`config.mk`:
```
export PLATFORM = sky130hd
export DESIGN_NAME = priority_queue_scan_extract
export DESIGN_NICKNAME = d
export VERILOG_FILES = /design/src/sv/pqse_pkg.sv /design/src/sv/pqse_store.sv /design/src/sv/priority_queue_scan_extract.sv
export SDC_FILE = /design/constraint.sdc
export NUM_CORES = 1
export LEC_CHECK = 0
export ABC_AREA = 1
export BUFFER_PORTS_ARGS = -buffer_cell sky130_fd_sc_hd__buf_2
export CORE_MARGIN = 2
export CORE_UTILIZATION = 43
export CTS_BUF_LIST = sky130_fd_sc_hd__clkbuf_4 sky130_fd_sc_hd__clkbuf_8
export DETAILED_ROUTE_END_ITERATION = 10
export SYNTH_ARGS = -nofsm -noshare
export SYNTH_HDL_FRONTEND = slang
export SYNTH_SLANG_ARGS = --single-unit
```
`constraint.sdc`:
```
create_clock -name clk -period 3.85 [get_ports clk]
set_input_delay 0.77 -clock clk [delete_from_list [all_inputs] [get_ports clk]]
set_output_delay 0.77 -clock clk [all_outputs]
set_load 0.01 [all_outputs]
```
`src/sv/pqse_pkg.sv`:
```
// ----------------------------------------------------------------------------
// pqse_pkg: shared types and constants for the scan-extract priority queue
// Holds the queue depth, derived widths, operation and status codes, and
// the entry and store request types that pass between the modules.
// ----------------------------------------------------------------------------
`default_nettype none

package pqse_pkg;

	localparam int DEPTH   = 32;
	localparam int IDX_W   = (DEPTH > 1) ? $clog2(DEPTH) : 1;
	localparam int CNT_W   = $clog2(DEPTH + 1);
	localparam int CMP_W   = CNT_W + 1;          // room for index + 2 compares
	localparam int VALUE_W = 16;
	localparam int PRIO_W  = 8;
	localparam int OP_W    = 2;
	localparam int STAT_W  = 2;
	localparam int COUNT_W = 6;                  // width of the reported count

	localparam logic [OP_W-1:0] OP_ADD     = 2'd0;
	localparam logic [OP_W-1:0] OP_EXTRACT = 2'd1;
	localparam logic [OP_W-1:0] OP_CLEAR   = 2'd2;

	localparam logic [STAT_W-1:0] ST_DONE  = 2'd0;
	localparam logic [STAT_W-1:0] ST_EMPTY = 2'd1;
	localparam logic [STAT_W-1:0] ST_FULL  = 2'd2;

	typedef struct packed {
		logic [PRIO_W-1:0]  prio;
		logic [VALUE_W-1:0] value;
	} entry_t;

	typedef struct packed {
		logic             we;
		logic [IDX_W-1:0] waddr;
		entry_t           wdata;
		logic [IDX_W-1:0] raddr;
	} store_req_t;

endpackage

`default_nettype wire

```
`src/sv/pqse_store.sv`:
```
// ----------------------------------------------------------------------------
// pqse_store: entry memory of the priority queue
// One write port and one read port, read data registered. Contents are
// undefined until written.
// ----------------------------------------------------------------------------
`default_nettype none

module pqse_store (
	input  wire                 clk,
	input  pqse_pkg::store_req_t req,
	output pqse_pkg::entry_t     rdata
);
	import pqse_pkg::*;

	entry_t mem_q [DEPTH];
	entry_t rdata_q;

	always_ff @(posedge clk) begin
		if (req.we) begin
			mem_q[req.waddr] <= req.wdata;
		end
		rdata_q <= mem_q[req.raddr];
	end

	assign rdata = rdata_q;

endmodule

`default_nettype wire

```
`src/sv/priority_queue_scan_extract.sv`:
```
// ----------------------------------------------------------------------------
// priority_queue_scan_extract: bounded priority queue, unsorted array
// Entries sit in arrival order. Add appends at the tail, extract scans for
// the highest priority (earliest wins a tie) and closes the gap by moving
// later entries down, clear empties the queue. One result per transaction.
// ----------------------------------------------------------------------------
//
//  channel | handshake                 | payload
//  --------+---------------------------+---------------------------------------
//  input   | in_valid  / in_stall      | op, item_value, item_priority
//  output  | out_valid / out_stall     | out_value, status, entry_count,
//          |                           | queue_empty, queue_full
//
//  Add, clear, the unused op code and extract on an empty queue go from
//  acceptance straight to the final step. Extract of a queue holding n
//  entries with the winner at index b makes one memory read per entry
//  during the scan, then one read/write pair for each of the n - 1 - b
//  moved entries, all through the store's one write and one read port.
//  in_stall is high from acceptance until the result has been loaded into
//  the output register; a stalled output holds the block in its final step.
//  Reset empties the queue at once; the store itself is never cleared.
//
`default_nettype none

module priority_queue_scan_extract (
	input  wire                          clk,
	input  wire                          arst_n,
	input  wire                          in_valid,
	output logic                         in_stall,
	input  wire  [pqse_pkg::OP_W-1:0]    op,
	input  wire  [pqse_pkg::VALUE_W-1:0] item_value,
	input  wire  [pqse_pkg::PRIO_W-1:0]  item_priority,
	output logic                         out_valid,
	input  wire                          out_stall,
	output logic [pqse_pkg::VALUE_W-1:0] out_value,
	output logic [pqse_pkg::STAT_W-1:0]  status,
	output logic [pqse_pkg::COUNT_W-1:0] entry_count,
	output logic                         queue_empty,
	output logic                         queue_full
);
	import pqse_pkg::*;

	typedef enum logic [1:0] {
		S_IDLE,
		S_SCAN,
		S_SHIFT,
		S_FIN
	} state_t;

	state_t               state_q;
	logic [CNT_W-1:0]     cnt_q;        // fill level
	logic [IDX_W-1:0]     cmp_idx_q;    // index whose read data is arriving
	logic [IDX_W-1:0]     best_idx_q;
	logic [PRIO_W-1:0]    best_pri_q;
	logic [VALUE_W-1:0]   res_val_q;    // value carried into the result
	logic [STAT_W-1:0]    res_stat_q;
	logic [IDX_W-1:0]     sh_idx_q;     // slot being refilled

	logic                 out_valid_q;
	logic [VALUE_W-1:0]   out_value_q;
	logic [STAT_W-1:0]    status_q;
	logic [COUNT_W-1:0]   entry_count_q;
	logic                 queue_empty_q;
	logic                 queue_full_q;

	store_req_t           req;
	entry_t               rdata;

	logic                 accept;
	logic                 is_full;
	logic                 take_new;
	logic [IDX_W-1:0]     best_idx_d;
	logic                 scan_more;
	logic                 need_shift;
	logic                 shift_more;
	logic                 out_free;

	pqse_store u_store (
		.clk   (clk),
		.req   (req),
		.rdata (rdata)
	);

	assign accept   = in_valid && !in_stall;
	assign in_stall = (state_q != S_IDLE);
	assign is_full  = (cnt_q == CNT_W'(DEPTH));
	assign out_free = !out_valid_q || !out_stall;

	// scan compare: first entry always taken, later ones only if strictly higher
	assign take_new   = (cmp_idx_q == '0) || (rdata.prio > best_pri_q);
	assign best_idx_d = take_new ? cmp_idx_q : best_idx_q;
	assign scan_more  = (CMP_W'(cmp_idx_q) + CMP_W'(1)) < CMP_W'(cnt_q);
	assign need_shift = (CMP_W'(best_idx_d) + CMP_W'(1)) < CMP_W'(cnt_q);
	assign shift_more = (CMP_W'(sh_idx_q) + CMP_W'(2)) < CMP_W'(cnt_q);

	// store port steering
	always_comb begin
		req       = '0;
		req.waddr = cnt_q[IDX_W-1:0];
		req.wdata = '{prio: item_priority, value: item_value};
		case (state_q)
			S_IDLE: begin
				req.we    = accept && (op == OP_ADD) && !is_full;
				req.raddr = '0;
			end
			S_SCAN: begin
				req.raddr = scan_more ? IDX_W'(cmp_idx_q + IDX_W'(1))
				                      : IDX_W'(best_idx_d + IDX_W'(1));
			end
			S_SHIFT: begin
				req.we    = 1'b1;
				req.waddr = sh_idx_q;
				req.wdata = rdata;
				req.raddr = IDX_W'(sh_idx_q + IDX_W'(2));
			end
			default: begin
				req.raddr = '0;
			end
		endcase
	end

	always_ff @(posedge clk or negedge arst_n) begin
		if (!arst_n) begin
			state_q     <= S_IDLE;
			cnt_q       <= '0;
			out_valid_q <= 1'b0;
		end else begin
			// the final step reloads the output register itself
			if (out_valid_q && !out_stall && (state_q != S_FIN)) begin
				out_valid_q <= 1'b0;
			end
			case (state_q)
				S_IDLE: begin
					if (accept) begin
						res_val_q <= '0;
						cmp_idx_q <= '0;
						case (op)
							OP_ADD: begin
								state_q <= S_FIN;
								if (is_full) begin
									res_stat_q <= ST_FULL;
								end else begin
									res_stat_q <= ST_DONE;
									cnt_q      <= CNT_W'(cnt_q + CNT_W'(1));
								end
							end
							OP_EXTRACT: begin
								if (cnt_q == '0) begin
									res_stat_q <= ST_EMPTY;
									state_q    <= S_FIN;
								end else begin
									res_stat_q <= ST_DONE;
									state_q    <= S_SCAN;
								end
							end
							OP_CLEAR: begin
								res_stat_q <= ST_DONE;
								cnt_q      <= '0;
								state_q    <= S_FIN;
							end
							default: begin
								res_stat_q <= ST_DONE;
								state_q    <= S_FIN;
							end
						endcase
					end
				end
				S_SCAN: begin
					if (take_new) begin
						best_pri_q <= rdata.prio;
						res_val_q  <= rdata.value;
					end
					best_idx_q <= best_idx_d;
					if (scan_more) begin
						cmp_idx_q <= IDX_W'(cmp_idx_q + IDX_W'(1));
					end else if (need_shift) begin
						sh_idx_q <= best_idx_d;
						state_q  <= S_SHIFT;
					end else begin
						cnt_q   <= CNT_W'(cnt_q - CNT_W'(1));
						state_q <= S_FIN;
					end
				end
				S_SHIFT: begin
					if (shift_more) begin
						sh_idx_q <= IDX_W'(sh_idx_q + IDX_W'(1));
					end else begin
						cnt_q   <= CNT_W'(cnt_q - CNT_W'(1));
						state_q <= S_FIN;
					end
				end
				S_FIN: begin
					// result waits here until the output register is free
					if (out_free) begin
						out_valid_q   <= 1'b1;
						out_value_q   <= res_val_q;
						status_q      <= res_stat_q;
						entry_count_q <= COUNT_W'(cnt_q);
						queue_empty_q <= (cnt_q == '0);
						queue_full_q  <= is_full;
						state_q       <= S_IDLE;
					end
				end
				default: begin
					state_q <= S_IDLE;
				end
			endcase
		end
	end

	assign out_valid   = out_valid_q;
	assign out_value   = out_value_q;
	assign status      = status_q;
	assign entry_count = entry_count_q;
	assign queue_empty = queue_empty_q;
	assign queue_full  = queue_full_q;

	// fill level never passes the depth
	a_cnt_bound: assert property (@(posedge clk) disable iff (!arst_n)
		cnt_q <= CNT_W'(DEPTH))
		else $error("fill level beyond depth");

	// a new result only ever comes out of the final step
	a_out_from_fin: assert property (@(posedge clk) disable iff (!arst_n)
		$rose(out_valid_q) |-> $past(state_q == S_FIN))
		else $error("result raised outside final step");

	// the gap closing only writes inside the occupied region
	a_shift_in_range: assert property (@(posedge clk) disable iff (!arst_n)
		(state_q == S_SHIFT) |-> (CMP_W'(sh_idx_q) + CMP_W'(1)) < CMP_W'(cnt_q))
		else $error("shift write beyond fill level");

	// the full and empty flags are never reported together
	a_flags: assert property (@(posedge clk) disable iff (!arst_n)
		out_valid_q |-> !(queue_full_q && queue_empty_q))
		else $error("queue reported both full and empty");

endmodule

`default_nettype wire

```
After elaboration in Yosys (flattened, before gate mapping)
Memory sizes are Yosys's and may differ from the RTL's. A register that Yosys moved wholly into a read port is not among the register bits.
Cells that the tools add are included.
Widths: inputs -> output; s select.
{ "classes": {"n_addsub": 9, "n_div": 0, "eq_ne": 18, "shifts": 0, "n_lt_le_gt_ge": 4, "multipliers": 0, "mux": 38, "bitwise": 0, "n_reduce_logical": 28} }
{ "op_table": {"columns": ["operator", "count"], "rows": [
  ["$mux 5", 7],
  ["$mux 16", 2],
  ["$pmux 16 s2", 1],
  ["$mux 6", 5],
  ["$pmux 5 s2", 3],
  ["$mux 29", 1],
  ["$ne 2x2->1 const B", 10],
  ["$lt 6x6->1", 3],
  ["$pmux 6 s3", 1],
  ["$add 5x1->5 const B", 3],
  ["$mux 2", 7],
  ["$add 5x1->6 const B", 2],
  ["$pmux 6 s2", 1],
  ["$reduce_and 4->1", 3],
  ["$reduce_and 3->1", 3],
  ["$gt 8x8->1", 1],
  ["$pmux 2 s4", 1],
  ["$mux 1", 7],
  ["$reduce_and 7->1", 1],
  ["$add 5x2->6 const B", 1],
  ["$add 6x1->6 const B", 1],
  ["$eq 2x2->1 const B", 3],
  ["$eq 6x6->1 const B", 1],
  ["$logic_not 6->1", 1],
  ["16 further kinds", 28]
]} }
{ "word_totals": {"latch_bits": 0, "romBits": 0, "ff_bits": 76, "input_bits": 30, "mem_bits_rw": 768, "mem_count": 1} }
{ "mem_list": {"columns": ["memory", "words", "word_bits", "rd", "rd_clocked_by_memory_dff", "write_ports", "line", "text"], "rows": [
  ["u_store.mem_q", 32, 24, 1, 1, 1, "pqse_store.sv:15", "entry_t mem_q [DEPTH];"]
]} }

Longest topological paths before layout
Gate-level depths: netlist of the first run.
{ "logic_depth": {"depth_word": 8, "mapped_depth": 28, "mapped_depth_nobuf": 27} }

By module
From an unflattened synthesis of the first run, not the netlist that was laid out.
{ "unflattened": {"hier_cells": 3170, "hier_area_um2": 36251.0} }
{ "modules_own_cells": {"columns": ["mod", "area_each_um2", "cells_per_inst", "instances"], "rows": [
  ["pqse_store", 31760.5, 2665, 1],
  ["priority_queue_scan_extract", 4490.6, 505, 1]
]} }

Worst setup path before layout of the first run
Ideal clock, no wire load.
{ "synth_timing": {"kind": "reg-to-reg", "start": "register state_q[0]", "end": "memory u_store.mem_q[10][0] (netlist bit), enable pin", "period_less_slack_ns": 3.244, "arrival_time_ns": 2.839, "required_time_ns": 3.445, "path_stages_with_launch": 10, "path_slack_ns": 0.606, "setup_time_ns": 0.405, "path_cell_list": "dfrtp_1 -> inv_1 -> ha_1 -> clkbuf_1 -> nand2_1 -> clkbuf_1 -> inv_1 -> a21oi_1 -> nand2_1 -> nor2_1"} }
{ "synth_between": {"elab_chain_len": 8} }
{ "synth_lines": {"columns": ["item", "line", "text"], "rows": [
  ["from (decl)", "priority_queue_scan_extract.sv:50", "state_t state_q;"],
  ["from (signal assigned)", "priority_queue_scan_extract.sv:124", "state_q <= S_IDLE;"],
  ["from (signal assigned)", "priority_queue_scan_extract.sv:139", "state_q <= S_FIN;"],
  ["from (signal assigned)", "priority_queue_scan_extract.sv:150", "state_q <= S_FIN;"],
  ["$reduce_bool 2->1", "priority_queue_scan_extract.sv:85", "assign in_stall = (state_q != S_IDLE);"],
  ["$logic_not 1->1", "priority_queue_scan_extract.sv:84", "assign accept = in_valid && !in_stall;"],
  ["$logic_and 1x1->1", "priority_queue_scan_extract.sv:84", null],
  ["$logic_and 1x1->1 (2 in series)", "priority_queue_scan_extract.sv:103", "req.we = accept && (op == OP_ADD) && !is_full;"],
  ["$pmux 1 s2", "priority_queue_scan_extract.sv:101", "case (state_q)"],
  ["$mux 1", "pqse_store.sv:19", "if (req.we) begin"],
  ["$mux 1 (implied by the code)", "pqse_store.sv:20", "mem_q[req.waddr] <= req.wdata;"],
  ["to (decl)", "pqse_store.sv:15", null]
]} }
Several ways; a longest one is shown, not always the timed one.

Final worst setup path of the first run
{ "layout_timing": {"start": "register cmp_idx_q[0]", "end": "register u_store.rdata[12] (netlist name)"} }
{ "layout_between": {"elab_chain_len": 6} }
{ "layout_lines": {"columns": ["item", "line", "text"], "rows": [
  ["from (decl)", "priority_queue_scan_extract.sv:52", "logic [IDX_W-1:0] cmp_idx_q;"],
  ["from (signal assigned)", "priority_queue_scan_extract.sv:175", "cmp_idx_q <= IDX_W'(cmp_idx_q + IDX_W'(1));"],
  ["branches (longest 4 deep; another with $add 5x1->6)", null, null],
  ["$mux 5 (*)", "priority_queue_scan_extract.sv:107", "req.raddr = scan_more ? IDX_W'(cmp_idx_q + IDX_W'(1))"],
  ["$pmux 5 s2 (*)", "priority_queue_scan_extract.sv:101", null]
]} }
Mark *: on every way between the ends.
A chain may end at the register's enable or synchronous reset.

==> results of run 1 <==
[cell type report]
type                       count  area (um^2)
tap                         1176         1470
fill                        7939        45000
antenna                        1         2.50
sequential                   868        25800
timing repair inverter         1         8.76
multi-input combinational   1949        10400
clock inverter                59          566
clock buffer                 201         2470
timing repair buffer         215         2220
inverter                     594         2240
[synthesized netlist by cell type]
cell       count
o31ai_1        1
a21o_1         3
buf_6         23
o2111ai_1      1
inv_2          3
edfxtp_1     835
a21oi_1       20
dfxtp_1       24
o21ai_2        1
nand2_4        3
xnor2_1        2
nand4_1       15
buf_2         82
xor2_1         6
or2_2          1
a31oi_1        5
clkbuf_1      77
o21ai_0       22
nand3b_1     264
nand4_2        1
nor2_1        61
a21oi_2        2
nand2_2        7
ha_1          35
nand2_1      570
o211ai_1       2
a211oi_1       1
inv_1        591
o21ai_1        5
nand3_1      914
nor3b_2        1
buf_1         26
dfrtp_1        9
buf_4         18
nor3_1         6
[power breakdown]
group | total, mW | internal (mW) | leakage, nW | switching [mW]
combinational | 19.6 | 5.73 | 8.92 | 13.9
clock | 8.51 | 4.69 | 1.59 | 3.83
sequential | 13.5 | 13.1 | 7.87 | 0.468
total | 41.7 | 23.5 | 18.4 | 18.2
[registers in the layout, summed over array words and instances, names as in the netlist]
name and cells:
out_value 16, best_idx_q 5, state_q 2, best_pri_q 8, queue_empty 1, entry_count 6
u_store.rdata 24, res_val_q 16, out_valid 1, cmp_idx_q 5, res_stat_q 2, sh_idx_q 5
status 2, u_store.mem_q 768, cnt_q 6, queue_full 1
[worst max-delay path, delay by kind of cell (launching register included)]
| kind | cells | cell delay (ns) |
|---|---|---|
| AO/OA/AOI/OAI | 1 | 0.11 |
| flip-flops | 1 | 0.47 |
| AND/OR/NAND/NOR | 9 | 1.05 |
| adder cells (fa/ha/maj) | 2 | 0.53 |
| XOR/XNOR | 1 | 0.18 |
| buffers and inverters | 5 | 1.30 |
[routing by layer]
layer,vias to the layer above,wire length [um]
met1,13200,46100
met2,1071,50600
met5,-,0
met3,181,8280
li1,12700,-
met4,0,2450
[worst max-delay path by stage]
stage	from	end	cells after the start
global route	cmp_idx_q[0]	u_store.rdata[21]	24
floorplan	state_q[0]	u_store.mem_q[10][0]	9
CTS	cmp_idx_q[1]	u_store.rdata[19]	22
global placement	cmp_idx_q[0]	u_store.rdata[19]	22
finish	cmp_idx_q[0]	u_store.rdata[12]	18
detailed placement	cmp_idx_q[0]	u_store.rdata[21]	22
[stage by stage]
stage                     instances  setup WS, ns
after floorplan                3637         0.606
after global placement         4776       -0.0152
after detailed placement       4776       -0.0219
after CTS                      5039       0.00187
after global routing           5064       -0.0347
final                          5064         0.105
[cells by family (layout without fill, tap and decap cells)]
family	Yosys count	in the layout	synth area share
adder cells (fa/ha/maj)	35	35	0.0112
AND/OR/NAND/NOR	1843	1843	0.233
XOR/XNOR	8	8	0.00179
other	0	1	0
flip-flops	868	868	0.657
AO/OA/AOI/OAI	63	63	0.00903
buffers and inverters	820	1070	0.0872
[what timing repair did]
action	4_1_cts	5_1_grt
setup endpoints to repair	5	29
hold endpoints to repair	9	0
pin swaps	0	2
setup buffers	2	17
gates cloned	0	7
hold buffers	1	0
resized for setup	1	25
==> flow_metrics.env, run 1 <==
export IMPL_setup_violations_final=0
export IMPL_vias=27100
export IMPL_slowest_stage="inv_1"
export IMPL_die_area_um2=93600
export IMPL_wl_per_cell_um=21.2
export IMPL_clk_latency_ns=0.84
export IMPL_final_period_utilization=0.973
export IMPL_io_buffer_count=57
export IMPL_yosysWarnings=0
export IMPL_required_ns=4.59
export IMPL_synth_seq_cells=868
export IMPL_worstPathArrival_ns=4.48
export IMPL_start_kind="flop"
export IMPL_first_global_vias=25900
export IMPL_grt_use_met2=0.363
export IMPL_max_freq_ghz=0.267
export IMPL_cts_root_buf="clkbuf_8"
export IMPL_max_slew_margin=0.165
export IMPL_cp_max_fo=14
export IMPL_top_usage_layer="met2"
export IMPL_status="completed"
export IMPL_fin_util=0.501
export IMPL_drt_iter0_drc=2907
export IMPL_grt_use_met3=0.0373
export IMPL_tightest_slew_ns=1.25
export IMPL_drc=0
export IMPL_report_final_slew_viol_count=0
export IMPL_post_dp_hpwl_mm=58.3
export IMPL_syn_nets=3702
export IMPL_hold_ws_ns=0.187
export IMPL_grt_use_met1=0.312
export IMPL_drive_above_1_share=0.133
export IMPL_syn_area_um2=39200
export IMPL_critical_path_class="flop to flop"
export IMPL_vias_per_cell=5.35
export IMPL_powerDensity_nw_per_um2=923
export IMPL_die_h_um=306
export IMPL_hold_path_endpoint="out_valid"
export IMPL_synth_cells=3637
export IMPL_hold_viol=0
export IMPL_grt_pass1_wl_mm=160
export IMPL_dr_pass1_iters=5
export IMPL_p_total_mw=41.7
export IMPL_start_util=0.435
export IMPL_most_common_layout_cells="nand3_1 (912), edfxtp_1 (835), inv_1 (590)"
export IMPL_core_rowCount=110
export IMPL_clk_pin_slew_ns=0.06
export IMPL_core_um2=90100
export IMPL_endpoint_kind="flop"
export IMPL_num_io_pins=58
export IMPL_cap_viol_max_count=0
export IMPL_post_route_min_period_ns=3.74
export IMPL_antenna_found_initial=1
export IMPL_grt_overflow=0
export IMPL_min_path_type="input port to flop"
export IMPL_synth_area_leader_cell="edfxtp_1"
export IMPL_p_leak_nw=18.4
export IMPL_min_delay_start="out_stall"
export IMPL_area_growth_pct=15.1
export IMPL_avgSynthCellArea_um2=10.8
export IMPL_h_tree_depth=4
export IMPL_route_antenna_remaining_nets=0
export IMPL_cts_sinks=868
export IMPL_grtUsageTotal=0.226
export IMPL_die_width_um=306
export IMPL_fin_skew_ns=0.0474
export IMPL_rrSetupSlack_ns=0.11
export IMPL_grt_start_max_net_pins=136
export IMPL_cts_tree="built"
export IMPL_reg2reg_to="u_store.rdata[12]"
export IMPL_r2r_start="cmp_idx_q[0]"
export IMPL_yosysSeqAreaShare=0.657
export IMPL_crit_top_cell="nand2_1"
export IMPL_place_area_um2=41600
export IMPL_synth_cell_type_count=35
export IMPL_crit_chain="ha_1 -> nand3_1 -> xor2_2 -> inv_1 -> ha_1 -> nand2_1 -> nor2_1 -> nor3b_2 -> nand2_2 -> buf_4 -> inv_1 -> o211ai_1 -> nand2_1 -> nand2_2 -> inv_1 -> buf_4 -> nand2_1 -> nand2_1"
export IMPL_fin_area_um2=45100
export IMPL_synth_top_cell_area_share=0.639
export IMPL_hold_depth=3
export IMPL_totalWireLength_mm=107
export IMPL_reg2reg_depth=18
export IMPL_numCtsBuffers=144
export IMPL_cts_buffer_depth=3
export IMPL_peakVddDrop_uv=840
export IMPL_tns_ns=0
export IMPL_finalNetCount=3838
export IMPL_layout_commonest_cell="nand3_1"
export IMPL_synth_area_leaders="edfxtp_1 (64%), nand3_1 (12%), inv_1 (5.7%)"
export IMPL_routabilityCongestion=0.841
export IMPL_slowest_delay_ns=0.64
export IMPL_rsz0062_at_grt="yes"
Note: power is estimated with default switching activity, not from simulation.
==> run 2, diff against run 1 <==
Settings changed: RECOVER_POWER from default to 50.
==> run 2 against run 1 <==
Combinational power about the same. Count of clock-buffer cells in the layout unchanged. Core utilization about the same. Hold slack got worse by 0.0014 ns. Sequential cell count unchanged.
==> flow_metrics.env, run 2 (synthesis results as in run 1) <==
export IMPL_max_slew_margin=0.159
export IMPL_cap_viol_max_count=0
export IMPL_grt_start_max_net_pins=136
export IMPL_setup_violations_final=0
export IMPL_largest_reg_flops=768
export IMPL_peakVddDrop_uv=837
export IMPL_cp_max_fo=14
export IMPL_wl_per_cell_um=21.2
export IMPL_final_period_utilization=0.968
export IMPL_min_path_type="input port to flop"
export IMPL_grtUsageTotal=0.226
export IMPL_post_route_min_period_ns=3.73
export IMPL_post_dp_hpwl_mm=58.3
export IMPL_core_um2=90100
export IMPL_start_kind="flop"
export IMPL_report_final_slew_viol_count=0
export IMPL_power_frac_comb=0.471
export IMPL_cts_buffer_depth=3
export IMPL_required_ns=4.58
export IMPL_clk_pin_slew_ns=0.06
export IMPL_critical_path_class="flop to flop"
export IMPL_endpoint_kind="flop"
export IMPL_rsz0062_at_grt="yes"
export IMPL_fin_area_um2=45100
export IMPL_routabilityCongestion=0.841
export IMPL_most_common_layout_cells="nand3_1 (912), edfxtp_1 (835), inv_1 (590)"
export IMPL_vias=27200
export IMPL_num_io_pins=58
export IMPL_die_area_um2=93600
export IMPL_first_global_vias=25900
export IMPL_p_leak_nw=18.4
export IMPL_area_growth_pct=15.0
export IMPL_tightest_slew_ns=1.26
export IMPL_drive_above_1_share=0.132
export IMPL_io_buffer_count=57
export IMPL_tns_ns=0
export IMPL_die_h_um=306
export IMPL_start_util=0.435
export IMPL_powerDensity_nw_per_um2=923
export IMPL_numCtsBuffers=144
export IMPL_antenna_found_initial=1
export IMPL_worstPathArrival_ns=4.46
export IMPL_hold_viol=0
export IMPL_dr_pass1_iters=5
export IMPL_clock_power_share=0.204
export IMPL_regMostFlops="u_store.mem_q"
export IMPL_cts_root_buf="clkbuf_8"
export IMPL_core_rowCount=110
export IMPL_drc=0
export IMPL_internal_power_mw=23.5
export IMPL_layout_commonest_cell="nand3_1"
export IMPL_p_seq_frac=0.325
export IMPL_die_width_um=306
export IMPL_hold_ws_ns=0.186
export IMPL_clk_latency_ns=0.83
export IMPL_totalWireLength_mm=107
export IMPL_finalNetCount=3838
export IMPL_h_tree_depth=4
export IMPL_power_switching_mw=18.2
export IMPL_p_total_mw=41.7
export IMPL_status="completed"
export IMPL_place_area_um2=41600
export IMPL_cts_sinks=868
export IMPL_drt_iter0_drc=2893
export IMPL_vias_per_cell=5.36
export IMPL_grt_pass1_wl_mm=160
export IMPL_max_freq_ghz=0.268
export IMPL_swShare=0.437
export IMPL_cts_tree="built"
export IMPL_route_antenna_remaining_nets=0
export IMPL_grt_overflow=0
export IMPL_fin_skew_ns=0.0473
[run 2: cell types whose count changed in the layout (fill, tap and decap cells not counted), sizes merged]
cell    change
buf         -3
clkbuf      +3
[run 2: worst max-delay path, stage by stage, from the launching register on]
cell and delay, ns:
edfxtp_1 0.47, ha_1 0.27, nand3_1 0.14, xor2_2 0.18, inv_1 0.07, ha_1 0.26, nand2_1 0.08, nor2_1 0.06
nor3b_2 0.17, nand2_2 0.15, buf_4 0.16, inv_1 0.08, o211ai_1 0.11, nand2_1 0.13, nand2_2 0.09, inv_1 0.62
buf_4 0.35, nand2_1 0.16, nand2_1 0.08
[run 2: per-layer routing]
layer / share of wire / up-vias / track usage
met5: 0 / - / 0
met4: 0.024 / 0 / 0.0739
met3: 0.078 / 181 / 0.0373
met2: 0.47 / 1091 / 0.363
met1: 0.43 / 13200 / 0.312
li1: - / 12700 / -
[run 2: area by class of cell]
cell class / instances / area [um^2]
Antenna cell: 1 / 2.50
Timing Repair Buffer: 215 / 2210
Sequential cell: 868 / 25800
Inverter: 594 / 2240
Multi-Input combinational cell: 1949 / 10400
Tap cell: 1176 / 1470
Clock buffer: 201 / 2470
Timing Repair inverter: 1 / 8.76
Fill cell: 7940 / 45000
Clock inverter: 59 / 566
[run 2: timing repair]
item,CTS,global route
hold buffers,1,0
endpoints found under the setup margin,5,29
pin swaps,0,2
cloned,0,7
setup buffers,2,17
endpoints found under the hold margin,9,0
gates resized for setup,1,25
[run 2: power groups by stage]
stage / Sequential, mW / Combinational (mW) / Clock (mW)
CTS: 13.5 / 18.7 / 8.68
floorplan: 13.5 / 11.7 / 0
global placement: 13.7 / 18.5 / 0
finish: 13.5 / 19.6 / 8.51
detailed placement: 13.7 / 18.6 / 0
global route: 13.6 / 21.4 / 9.06
[run 2: path summary, 6_finish.rpt]
| path | to | slack [ns] | cells past startpoint | from |
|---|---|---|---|---|
| worst max-delay path | u_store.rdata[12] | 0.12 | 18 | cmp_idx_q[0] |
| worst min-delay path | out_valid | 0.19 | 3 | out_stall |
| worst max register to register | u_store.rdata[12] | 0.12 | 18 | cmp_idx_q[0] |
| worst min register to register | out_value[5] | 0.42 | 0 | res_val_q[5] |
| max in group asynchronous | cnt_q[1] | 2.83 | 2 | arst_n |
| min in group asynchronous | out_valid | 0.52 | 2 | arst_n |
[run 2: per-stage QoR]
stage	setup slack, ns	std cells	utilization
after floorplan	0.606	3637	-
after global placement	-0.0152	4776	0.462
after detailed placement	-0.0219	4776	0.462
after CTS	0.00187	5039	0.496
after global routing	-0.0347	5064	0.501
final	0.122	5064	0.501
